## src/rtl/ethp_pkg.sv

```systemverilog
// shared types and constants of the ethernet / ipv4 / tcp header parser
package ethp_pkg;

	// default frame length limit, bytes beyond it are not inspected
	localparam int MAX_FRAME_BYTES_DEF = 2048;

	// depth of the queue between the byte parser and the result stage
	localparam int QUEUE_DEPTH = 2;

	// reset value of the payload limit register
	localparam logic [15:0] MAX_PAYLOAD_RST = 16'd1500;

	// ethertype bytes
	localparam logic [7:0] ETYPE_IPV4_HI = 8'h08;
	localparam logic [7:0] ETYPE_VLAN_HI = 8'h81;
	localparam logic [7:0] ETYPE_LO      = 8'h00;

	// byte positions of the ethertype, untagged and tagged
	localparam int POS_TYPE_HI      = 12;
	localparam int POS_TYPE_LO      = 13;
	localparam int POS_VLAN_TYPE_HI = 16;
	localparam int POS_VLAN_TYPE_LO = 17;

	// ip header start, untagged and tagged
	localparam logic [4:0] IP_BASE_PLAIN = 5'd14;
	localparam logic [4:0] IP_BASE_VLAN  = 5'd18;

	// offsets inside the ip and tcp headers
	localparam int IP_OFF_VER      = 0;
	localparam int IP_OFF_TLEN_HI  = 2;
	localparam int IP_OFF_TLEN_LO  = 3;
	localparam int IP_OFF_PROTO    = 9;
	localparam int TCP_OFF_DOFF    = 12;

	localparam logic [7:0] PROTO_TCP = 8'd6;
	localparam logic [3:0] VER_IPV4  = 4'd4;

	// result status codes
	typedef enum logic [2:0] {
		ST_OK      = 3'd0,
		ST_NOT_IP  = 3'd1,
		ST_NOT_TCP = 3'd2,
		ST_NOT_IPV4 = 3'd3,
		ST_TRUNC   = 3'd4,
		ST_BAD_LEN = 3'd5
	} status_t;

	// per-frame summary handed from the byte parser to the result stage
	typedef struct packed {
		logic        not_ip;
		logic        no_ip_hdr;
		logic        trunc_ip;
		logic        trunc_tcp;
		logic        is_tcp;
		logic        is_ipv4;
		logic [4:0]  ip_base;
		logic [3:0]  ip_words;
		logic [3:0]  tcp_words;
		logic [15:0] total_length;
		logic        vlan;
	} summary_t;

endpackage

```

## src/rtl/eth_ipv4_tcp_header_parser_unit.sv

```systemverilog
// top level of the ethernet / vlan / ipv4 / tcp header parser
// The parser takes one frame byte per clock cycle while full is low, with
// no gaps needed between frames, and gives one result per frame: a status,
// the byte offset of the tcp payload, its length and the vlan mark. When
// nothing waits ahead of it, the byte parser writes a frame summary into a
// two-entry queue at the edge that takes the frame's last byte, and the
// result stage loads it into the output register at the next one. The input
// only reports full when that queue is full, which takes three short frames
// in a row while pop stays low. Bytes past MAX_FRAME_BYTES are counted no
// further and not inspected. The max_payload register resets to 1500 and
// is written whenever max_payload_we is high.
module eth_ipv4_tcp_header_parser_unit
	import ethp_pkg::*;
#(
	parameter int MAX_FRAME_BYTES = MAX_FRAME_BYTES_DEF
) (
	input  logic        clk,
	input  logic        arst_n,
	input  logic        push,
	output logic        full,
	input  logic [7:0]  frame_byte,
	input  logic        last_byte,
	input  logic        max_payload_we,
	input  logic [15:0] max_payload,
	output logic        empty,
	input  logic        pop,
	output logic [2:0]  parse_result,
	output logic [7:0]  payload_offset,
	output logic [15:0] payload_length,
	output logic        vlan_tagged
);

	logic     accept;
	logic     sum_push;
	summary_t sum_wdata;
	summary_t sum_rdata;
	logic     sum_empty;
	logic     sum_pop;

	assign accept = push && !full;

	// byte parser
	ethp_front #(
		.MAX_FRAME_BYTES(MAX_FRAME_BYTES)
	) u_front (
		.clk       (clk),
		.arst_n    (arst_n),
		.accept    (accept),
		.frame_byte(frame_byte),
		.last_byte (last_byte),
		.sum_push  (sum_push),
		.sum_data  (sum_wdata)
	);

	// summary queue
	ethp_fifo #(
		.WIDTH($bits(summary_t)),
		.DEPTH(QUEUE_DEPTH)
	) u_queue (
		.clk   (clk),
		.arst_n(arst_n),
		.push  (sum_push),
		.wdata (sum_wdata),
		.full  (full),
		.pop   (sum_pop),
		.rdata (sum_rdata),
		.empty (sum_empty)
	);

	// result stage
	ethp_back u_back (
		.clk           (clk),
		.arst_n        (arst_n),
		.max_payload_we(max_payload_we),
		.max_payload   (max_payload),
		.sum_valid     (!sum_empty),
		.sum_data      (sum_rdata),
		.sum_pop       (sum_pop),
		.pop           (pop),
		.empty         (empty),
		.parse_result  (parse_result),
		.payload_offset(payload_offset),
		.payload_length(payload_length),
		.vlan_tagged   (vlan_tagged)
	);

endmodule

```

## src/rtl/ethp_fifo.sv

```systemverilog
// small register queue between the byte parser and the result stage
module ethp_fifo #(
	parameter int WIDTH = 8,
	parameter int DEPTH = 2
) (
	input  logic             clk,
	input  logic             arst_n,
	input  logic             push,
	input  logic [WIDTH-1:0] wdata,
	output logic             full,
	input  logic             pop,
	output logic [WIDTH-1:0] rdata,
	output logic             empty
);

	localparam int AW = (DEPTH > 1) ? $clog2(DEPTH) : 1;
	localparam int CW = $clog2(DEPTH + 1);

	logic [WIDTH-1:0] mem_q [DEPTH];
	logic [AW-1:0]    wr_ptr_q;
	logic [AW-1:0]    rd_ptr_q;
	logic [CW-1:0]    count_q;
	logic             do_push;
	logic             do_pop;

	assign full    = (count_q == CW'(DEPTH));
	assign empty   = (count_q == '0);
	assign do_push = push && !full;
	assign do_pop  = pop && !empty;
	assign rdata   = mem_q[rd_ptr_q];

	// storage
	always_ff @(posedge clk) begin
		if (do_push) begin
			mem_q[wr_ptr_q] <= wdata;
		end
	end

	// pointers and fill count
	always_ff @(posedge clk or negedge arst_n) begin
		if (!arst_n) begin
			wr_ptr_q <= '0;
			rd_ptr_q <= '0;
			count_q  <= '0;
		end else begin
			if (do_push) begin
				wr_ptr_q <= (wr_ptr_q == AW'(DEPTH - 1)) ? '0 : wr_ptr_q + 1'b1;
			end
			if (do_pop) begin
				rd_ptr_q <= (rd_ptr_q == AW'(DEPTH - 1)) ? '0 : rd_ptr_q + 1'b1;
			end
			if (do_push && !do_pop) begin
				count_q <= count_q + 1'b1;
			end else if (do_pop && !do_push) begin
				count_q <= count_q - 1'b1;
			end
		end
	end

endmodule

```

## src/rtl/ethp_front.sv

```systemverilog
// byte parser: walks the frame one byte per cycle while accept is high and summarizes it at the last byte
module ethp_front
	import ethp_pkg::*;
#(
	parameter int MAX_FRAME_BYTES = MAX_FRAME_BYTES_DEF
) (
	input  logic       clk,
	input  logic       arst_n,
	input  logic       accept,
	input  logic [7:0] frame_byte,
	input  logic       last_byte,
	output logic       sum_push,
	output summary_t   sum_data
);

	localparam int IDX_W = $clog2(MAX_FRAME_BYTES + 1);

	logic [IDX_W-1:0] byte_index_q;
	logic [7:0]       type_high_q;
	logic             vlan_q;
	logic [4:0]       ip_base_q;
	logic [3:0]       ver_q;
	logic [3:0]       ihl_q;
	logic [7:0]       proto_q;
	logic [15:0]      tlen_q;
	logic [3:0]       tcpw_q;
	logic             early_q;

	logic [7:0]       type_high_n;
	logic             vlan_n;
	logic [4:0]       ip_base_n;
	logic [3:0]       ver_n;
	logic [3:0]       ihl_n;
	logic [7:0]       proto_n;
	logic [15:0]      tlen_n;
	logic [3:0]       tcpw_n;
	logic             early_n;
	logic [IDX_W-1:0] count_n;

	logic             sat;
	logic             undecided;
	logic [IDX_W-1:0] off;
	logic [IDX_W-1:0] tcp_pos;
	logic [IDX_W-1:0] ip_end_n;
	logic [IDX_W-1:0] tcp_end_n;

	assign sat       = (byte_index_q == IDX_W'(MAX_FRAME_BYTES));
	assign undecided = (ip_base_q == '0) && !early_q;
	assign off       = byte_index_q - IDX_W'(ip_base_q);
	assign tcp_pos   = IDX_W'({ihl_q, 2'b00}) + IDX_W'(TCP_OFF_DOFF);

	// next header state for the byte at hand
	always_comb begin
		type_high_n = type_high_q;
		vlan_n      = vlan_q;
		ip_base_n   = ip_base_q;
		ver_n       = ver_q;
		ihl_n       = ihl_q;
		proto_n     = proto_q;
		tlen_n      = tlen_q;
		tcpw_n      = tcpw_q;
		early_n     = early_q;
		count_n     = byte_index_q;
		if (!sat) begin
			count_n = byte_index_q + 1'b1;
			if (undecided && !vlan_q && byte_index_q == IDX_W'(POS_TYPE_HI)) begin
				type_high_n = frame_byte;
			end else if (undecided && !vlan_q && byte_index_q == IDX_W'(POS_TYPE_LO)) begin
				if (type_high_q == ETYPE_IPV4_HI && frame_byte == ETYPE_LO) begin
					ip_base_n = IP_BASE_PLAIN;
				end else if (type_high_q == ETYPE_VLAN_HI && frame_byte == ETYPE_LO) begin
					vlan_n = 1'b1;
				end else begin
					early_n = 1'b1;
				end
			end else if (undecided && vlan_q && byte_index_q == IDX_W'(POS_VLAN_TYPE_HI)) begin
				type_high_n = frame_byte;
			end else if (undecided && vlan_q && byte_index_q == IDX_W'(POS_VLAN_TYPE_LO)) begin
				if (type_high_q == ETYPE_IPV4_HI && frame_byte == ETYPE_LO) begin
					ip_base_n = IP_BASE_VLAN;
				end else begin
					early_n = 1'b1;
				end
			end else if (ip_base_q != '0 && byte_index_q >= IDX_W'(ip_base_q)) begin
				if (off == IDX_W'(IP_OFF_VER)) begin
					ver_n = frame_byte[7:4];
					ihl_n = frame_byte[3:0];
				end else if (off == IDX_W'(IP_OFF_TLEN_HI)) begin
					tlen_n = {frame_byte, tlen_q[7:0]};
				end else if (off == IDX_W'(IP_OFF_TLEN_LO)) begin
					tlen_n = {tlen_q[15:8], frame_byte};
				end else if (off == IDX_W'(IP_OFF_PROTO)) begin
					proto_n = frame_byte;
				end
				if (off != '0 && off == tcp_pos) begin
					tcpw_n = frame_byte[7:4];
				end
			end
		end
	end

	// truncation limits from the updated header state
	assign ip_end_n  = IDX_W'(ip_base_n) + IDX_W'(IP_OFF_PROTO);
	assign tcp_end_n = IDX_W'(ip_base_n) + IDX_W'({ihl_n, 2'b00}) + IDX_W'(TCP_OFF_DOFF);

	// frame summary
	assign sum_push              = accept && last_byte;
	assign sum_data.not_ip       = early_n;
	assign sum_data.no_ip_hdr    = (ip_base_n == '0);
	assign sum_data.trunc_ip     = (count_n <= ip_end_n);
	assign sum_data.trunc_tcp    = (count_n <= tcp_end_n);
	assign sum_data.is_tcp       = (proto_n == PROTO_TCP);
	assign sum_data.is_ipv4      = (ver_n == VER_IPV4);
	assign sum_data.ip_base      = ip_base_n;
	assign sum_data.ip_words     = ihl_n;
	assign sum_data.tcp_words    = tcpw_n;
	assign sum_data.total_length = tlen_n;
	assign sum_data.vlan         = vlan_n;

	// per-frame state, cleared after the last byte
	always_ff @(posedge clk or negedge arst_n) begin
		if (!arst_n) begin
			byte_index_q <= '0;
			type_high_q  <= '0;
			vlan_q       <= 1'b0;
			ip_base_q    <= '0;
			ver_q        <= '0;
			ihl_q        <= '0;
			proto_q      <= '0;
			tlen_q       <= '0;
			tcpw_q       <= '0;
			early_q      <= 1'b0;
		end else if (accept) begin
			if (last_byte) begin
				byte_index_q <= '0;
				type_high_q  <= '0;
				vlan_q       <= 1'b0;
				ip_base_q    <= '0;
				ver_q        <= '0;
				ihl_q        <= '0;
				proto_q      <= '0;
				tlen_q       <= '0;
				tcpw_q       <= '0;
				early_q      <= 1'b0;
			end else begin
				byte_index_q <= count_n;
				type_high_q  <= type_high_n;
				vlan_q       <= vlan_n;
				ip_base_q    <= ip_base_n;
				ver_q        <= ver_n;
				ihl_q        <= ihl_n;
				proto_q      <= proto_n;
				tlen_q       <= tlen_n;
				tcpw_q       <= tcpw_n;
				early_q      <= early_n;
			end
		end
	end

endmodule

```

## src/rtl/ethp_back.sv

```systemverilog
// result stage: turns a frame summary into status, payload offset and length
module ethp_back
	import ethp_pkg::*;
(
	input  logic        clk,
	input  logic        arst_n,
	input  logic        max_payload_we,
	input  logic [15:0] max_payload,
	input  logic        sum_valid,
	input  summary_t    sum_data,
	output logic        sum_pop,
	input  logic        pop,
	output logic        empty,
	output logic [2:0]  parse_result,
	output logic [7:0]  payload_offset,
	output logic [15:0] payload_length,
	output logic        vlan_tagged
);

	logic [15:0] max_payload_q;
	logic        out_valid_q;
	status_t     status_q;
	logic [7:0]  offset_q;
	logic [15:0] length_q;
	logic        vlan_q;

	status_t     status_c;
	logic [7:0]  offset_c;
	logic [15:0] length_c;
	logic [6:0]  hdrs;
	logic [16:0] diff;
	logic        take;

	// payload limit register
	always_ff @(posedge clk or negedge arst_n) begin
		if (!arst_n) begin
			max_payload_q <= MAX_PAYLOAD_RST;
		end else if (max_payload_we) begin
			max_payload_q <= max_payload;
		end
	end

	assign hdrs = {1'b0, sum_data.ip_words, 2'b00} + {1'b0, sum_data.tcp_words, 2'b00};
	assign diff = {1'b0, sum_data.total_length} - 17'(hdrs);

	// status checks in priority order
	always_comb begin
		status_c = ST_OK;
		offset_c = '0;
		length_c = '0;
		if (sum_data.not_ip) begin
			status_c = ST_NOT_IP;
		end else if (sum_data.no_ip_hdr || sum_data.trunc_ip) begin
			status_c = ST_TRUNC;
		end else if (!sum_data.is_tcp) begin
			status_c = ST_NOT_TCP;
		end else if (!sum_data.is_ipv4) begin
			status_c = ST_NOT_IPV4;
		end else if (sum_data.trunc_tcp) begin
			status_c = ST_TRUNC;
		end else begin
			offset_c = 8'(sum_data.ip_base) + 8'(hdrs);
			if (diff[16] || diff[15:0] >= max_payload_q) begin
				status_c = ST_BAD_LEN;
			end else begin
				length_c = diff[15:0];
			end
		end
	end

	// output register, filled when empty or refilled while the held result is taken
	assign take    = sum_valid && (!out_valid_q || pop);
	assign sum_pop = take;

	always_ff @(posedge clk or negedge arst_n) begin
		if (!arst_n) begin
			out_valid_q <= 1'b0;
		end else if (take) begin
			out_valid_q <= 1'b1;
		end else if (pop) begin
			out_valid_q <= 1'b0;
		end
	end

	always_ff @(posedge clk) begin
		if (take) begin
			status_q <= status_c;
			offset_q <= offset_c;
			length_q <= length_c;
			vlan_q   <= sum_data.vlan;
		end
	end

	assign empty          = !out_valid_q;
	assign parse_result   = status_q;
	assign payload_offset = offset_q;
	assign payload_length = length_q;
	assign vlan_tagged    = vlan_q;

endmodule

```

## config.mk

```make
export PLATFORM = sky130hd
export DESIGN_NAME = eth_ipv4_tcp_header_parser_unit
export DESIGN_NICKNAME = d
export VERILOG_FILES = /design/src/rtl/ethp_pkg.sv /design/src/rtl/eth_ipv4_tcp_header_parser_unit.sv /design/src/rtl/ethp_fifo.sv /design/src/rtl/ethp_front.sv /design/src/rtl/ethp_back.sv
export SDC_FILE = /design/constraint.sdc
export NUM_CORES = 1
export LEC_CHECK = 0
export BUFFER_PORTS_ARGS = -buffer_cell sky130_fd_sc_hd__clkbuf_2
export CAP_MARGIN = 30
export CORE_UTILIZATION = 47
export DETAILED_ROUTE_END_ITERATION = 8
export PLACE_DENSITY_LB_ADDON = 0.15
export SLEW_MARGIN = 20
export SYNTH_ARGS = -nofsm -noshare
export SYNTH_HDL_FRONTEND = slang
export SYNTH_HIERARCHICAL = 1
export SYNTH_SLANG_ARGS = --single-unit
```

## constraint.sdc

```tcl
create_clock -name clk -period 6.1 [get_ports clk]
set_clock_uncertainty 0.05 [all_clocks]
set_input_delay 0.61 -clock clk [delete_from_list [all_inputs] [get_ports clk]]
set_output_delay 0.61 -clock clk [all_outputs]
set_load 0.05 [all_outputs]
```

; ---- After elaboration in Yosys (flattened, before gate mapping)
; Memory sizes are Yosys's and may differ from the RTL's.
; Cells that the tools add are included.
[totals]
in_bits = 30
ramBits = 72
regBits = 112
n_memories = 1
out_inout_bits = 30
wordCells = 186
[mem_list]
columns = name, depth, width, read_ports, rd_ports_with_merged_regs, write_ports, line_no
row1 = u_queue.mem_q, 2, 36, 1, 0, 1, ethp_fifo.sv:19  ; logic [WIDTH-1:0] mem_q [DEPTH];
[op_classes]
bitwise = 2
mux = 88
add_sub_neg = 13
n_reduce_logical = 42
magnitude_cmp = 4
eq_ne = 16
[op_table]
columns = cell, count
row1 = two-way mux 16 bit, 9
row2 = two-way mux 8 bit, 17
row3 = two-way mux 4 bit, 24
row4 = two-way mux 5 bit, 8
row5 = equality test 12 x 4 -> 1 bit (second input constant), 3
row6 = equality test 12 x 2 -> 1 bit (second input constant), 2
row7 = equality test 12 x 5 -> 1 bit (second input constant), 2
row8 = <= comparator 12 bit, 2
row9 = two-way mux 12 bit, 2
row10 = two-way mux 1 bit, 21
row11 = logical AND 1 bit, 18
row12 = subtractor 16 x 7 -> 17 bit, 1
row13 = >= comparator 16 bit, 1
row14 = two-way mux 3 bit, 5
row15 = adder 12 x 1 -> 12 bit (second input constant), 1
row16 = adder 12 x 4 -> 12 bit (second input constant), 1
row17 = equality test 12 bit, 1
row18 = equality test 12 bit (second input constant), 1
row19 = >= comparator 12 x 5 -> 1 bit, 1
row20 = logical NOT 12 bit, 1
row21 = nonzero test 12 bit, 1
row22 = subtractor 12 x 5 -> 12 bit, 1
row23 = logical NOT 5 bit, 2
row24 = adder 5 x 7 -> 8 bit, 1
row25 = other kinds (27), 39

; ---- Longest topological paths before layout
[logic_depth]
word_depth = 13
depth_mapped = 22

; ---- Cells and area by module
; Netlist, hierarchy kept.
[by_module_without_submodules]
columns = mod, cells_each, seq_area_each_um2, area_each_um2, n_inst
row1 = ethp_front, 533, 1576.5, 4779.6, 1
row2 = ethp_fifo, 131, 2262.2, 2944.1, 1
row3 = ethp_back, 269, 1275.0, 2859.0, 1
row4 = eth_ipv4_tcp_header_parser_unit, 2, 0.0, 17.5, 1

; ---- Least setup slack after synthesis
; Ideal clock, no wire load.
[synth_timing]
path_kind = reg2reg
start = register u_queue.rd_ptr_q
end = register u_back.length_q[10], in the netlist u_back/payload_length[10], data pin
path_stages_with_launch = 23
required_time_ns = 5.910
setup_slack_ns = 0.823
synth_period_minus_slack_ns = 5.277
arrival_ns = 5.087
setup_ns = 0.140
path_cell_list = dfrtp_1 buf_6 buf_12 mux2_4 ha_1 fa_1 xor2_1 inv_1 ha_1 nor2b_1 or2_1 a31oi_1 nand3_1 or4_1 nand2_1 ha_1 a21o_1 a221oi_1 a21boi_0 a311oi_1 a2111o_1 buf_6 a21oi_2
[synth_lines]
columns = element, line_no
row1 = start: declaration, ethp_fifo.sv:21  ; logic [AW-1:0] rd_ptr_q;
row2 = start signal: assignment, ethp_fifo.sv:50  ; rd_ptr_q <= (rd_ptr_q == AW'(DEPTH - 1)) ? '0 : rd_ptr_q + 1'b1;
row3 = end signal: assignment, ethp_back.sv:89  ; length_q <= length_c;
row4 = end: declaration, ethp_back.sv:24  ; logic [15:0] length_q;

==> metrics.cfg <==
[placed_design]
place_worst_setup_slack_ns=0.151
dpl.hpwl_mm=16.4
place_congestion=0.843
dp_cells=1242
portBuffers=59

[synth]
syn-num-nets=1028
synth-async-reset-ratio_pct=45.7
synth_compound_area_share_pct=13.0
synth_fa_ha_area_share_pct=7.88
synth_top_family_by_area=simple AND/OR/NAND/NOR gates
synth_cell_types=86
syn_area_um2=10600
ys_seq_elements=184
yosys_warnings=6
synthMuxAreaShare_pct=8.16
synth_xor_area_share_pct=3.20
synthFlopType=edfxtp_1
syn_inst=935
yosysSeqAreaShare_pct=48.2
yosys.area_share.simple_pct=14.2
synth_edf_count=100
syn_avg_cell_area_um2=11.3

[sta]
whs_ns=0.0307
worst_slack_ns=0.297
tightest_slew_ns=0.925
fmax_mhz=172
slew_headroom_pct=38.3
rsz0062_at_grt=no
finalHoldViolCount=0
finalCritPeriodShare_pct=95.1
setup_viol=0
fin_setup_tns_ns=0
fin_crit_ns=5.80
slew_viol_final=0

[critical_path]
crit_path_start_kind=register
crit_path_start=u_queue/rd_ptr_q
rr_startpoint=u_queue/rd_ptr_q
critical_path_arrival_ns=6.06
worst-setup-path-type=reg -> reg
cp_max_fo=13
end_kind=register
crit_required_ns=6.36

[final_layout]
mostFrequentLayoutCells=edfxtp_1, dfrtp_1, inv_1
ff_latch_area_um2=5110
drive_gt1_share_pct=21.0
antenna_cells=0
multi_input_area_um2=4940
fill_cells=1971
layout.nets=1075
fin_cells=1275
areaGrowthSynthToFinish_pct=10.3
final_common_cell=edfxtp_1

[routing]
via_per_inst=5.65
drtIter0Drc=504
via_count=7200
firstDrtPassIters=7
antenna_left=0
drt-total-wl_mm=22.8
route.detailed.drc=10
wire_per_inst_um=17.9

[global_route]
grt_use_total_pct=20.5
antenna_found_initial=0
grt_pass1_vias=6974
grt_pass1_wl_mm=37.5
grt_max_degree=65
globalRouteOverflowTotal=0

[power_and_ir_drop]
ir_drop_mv=0.220
leakagePower_nw=4.96
power_mw=5.44
power.density_nw_per_um2=465

[status]
status=finished with violations
violations=DRC

[clock_tree]
cts_sinks=184
clockBufferDepth=2
postCtsSetupBuffers=0
root_buffer=clkbuf_16
cts_resized=0
cts_tree=built
ctsHoldBuffers=0
h-tree-depth=4
clkLatencyLatePin_ns=0.43
clkSlewWorstSetupHoldPaths_ns=0.07
cts_made_buffers=17

[die]
die_h_um=152
ios=60
fp.dieW_um=152
num_rows=54
initial_core_util_pct=48.3
core_region_area_um2=22000
dieArea_um2=23200

[worst_hold_path]
min-delay-path-class=in -> async

[run]
maxCapViolCount=0

-- stage by stage --
step | util [%] | cell area, um2
3_3_place_gp | 50.3 | 11100
3_5_place_dp | 50.4 | 11100
6_report | 53.3 | 11700
4_1_cts | 53.2 | 11700
2_1_floorplan | - | 10600
5_1_grt | 53.3 | 11700
-- Yosys cell counts (5+ instances only) --
library cell,n,area (um2)
dfstp_2,7,184
nand2_1,72,270
mux2i_1,5,50.1
nor2b_1,6,37.5
and2_1,8,50.1
nand4_1,7,43.8
nand3_1,34,170
or3_1,5,31.3
a22o_1,17,149
o211ai_1,7,52.6
nor4_1,11,68.8
or2_2,5,31.3
a21oi_2,5,43.8
o21ai_0,44,220
a211oi_1,6,45.0
a22oi_1,13,97.6
a21oi_1,19,95.1
fa_1,5,100
inv_1,75,282
o2bb2ai_1,12,105
ha_1,58,726
clkbuf_1,23,86.3
or4_1,5,37.5
a21o_1,10,75.1
mux2_2,23,259
dfrtp_1,77,1930
o21a_1,6,45.0
o221ai_1,17,149
xnor2_1,27,236
mux2_4,34,510
nand2b_1,9,56.3
nor2_1,47,176
buf_6,5,56.3
xor2_1,9,78.8
edfxtp_1,100,3000
and3_1,15,93.8
nor3b_1,7,52.6
nor3_1,8,40.0
-- cell type report --
| cell class | count | area share (%) |
|---|---|---|
| clock buffer | 20 | 4.00 |
| clock inverter | 12 | 1.17 |
| inverter | 76 | 2.44 |
| multi-input combinational | 633 | 42.2 |
| sequential | 184 | 43.7 |
| tap | 280 | 3.00 |
| timing repair buffer | 70 | 3.46 |
-- cell families (layout without fill, tap and decap cells) --
kind of cell,after synthesis,count (layout)
and+or+nand+nor,275,275
AOI/OAI and AO/OA,191,191
DFF,184,184
buffers and inverters,118,178
muxes,66,66
adders and majority gates,64,64
xor gates and xnor gates,37,37
-- state kept, by name, summed over array words and instances, names as in the netlist, 5 cells and up --
register	cells
u_front/byte_index_q	12
u_queue/mem_q	72
u_front/tlen_q	16
u_back/max_payload_q	16
u_front/ip_base_q	5
u_back/payload_offset	8
u_front/type_high_q	8
u_front/proto_q	8
u_back/payload_length	16
-- worst paths after layout --
check,cells after the start,endpoint,slack (ns)
hold reg to reg,2,u_back/max_payload_q[2],0.46
min in group clk,3,u_back/max_payload_q[10],0.33
setup reg to reg,19,u_back/payload_length[12],0.30
setup / recovery,19,u_back/payload_length[12],0.30
max in group asynchronous,2,u_queue/rd_ptr_q,4.77
hold / removal,1,u_front/ip_base_q[0],0.03
-- metal layers --
| metal | wire length (um) | track usage (%) | vias up |
|---|---|---|---|
| li1 | - | - | 3509 |
| met1 | 11300 | 29.2 | 3506 |
| met4 | 264 | 5.39 | 0 |
| met5 | 0 | 0 | - |
| met3 | 872 | 3.33 | 24 |
| met2 | 10400 | 32.7 | 161 |
-- power breakdown --
group / internal, mW / switching (mW)
clock network: 0.644 / 0.469
registers: 1.65 / 0.158
logic: 1.05 / 1.47
total: 3.34 / 2.10
-- critical path, stage by stage (launching register included) --
cell and delay [ns]:
dfrtp_2 0.55, mux2_4 0.33, ha_1 0.23, fa_1 0.41
xor2_1 0.22, inv_1 0.06, ha_1 0.31, nor2b_1 0.17
or2_1 0.23, a31oi_1 0.28, nand3_1 0.23, or4_1 0.50
nand2_1 0.11, ha_1 0.23, a21o_1 0.18, a221oi_1 0.31
a21boi_0 0.22, a311oi_1 0.12, a2111o_2 0.66, and2b_2 0.27
No activity file was read; power rests on OpenSTA's default activity.
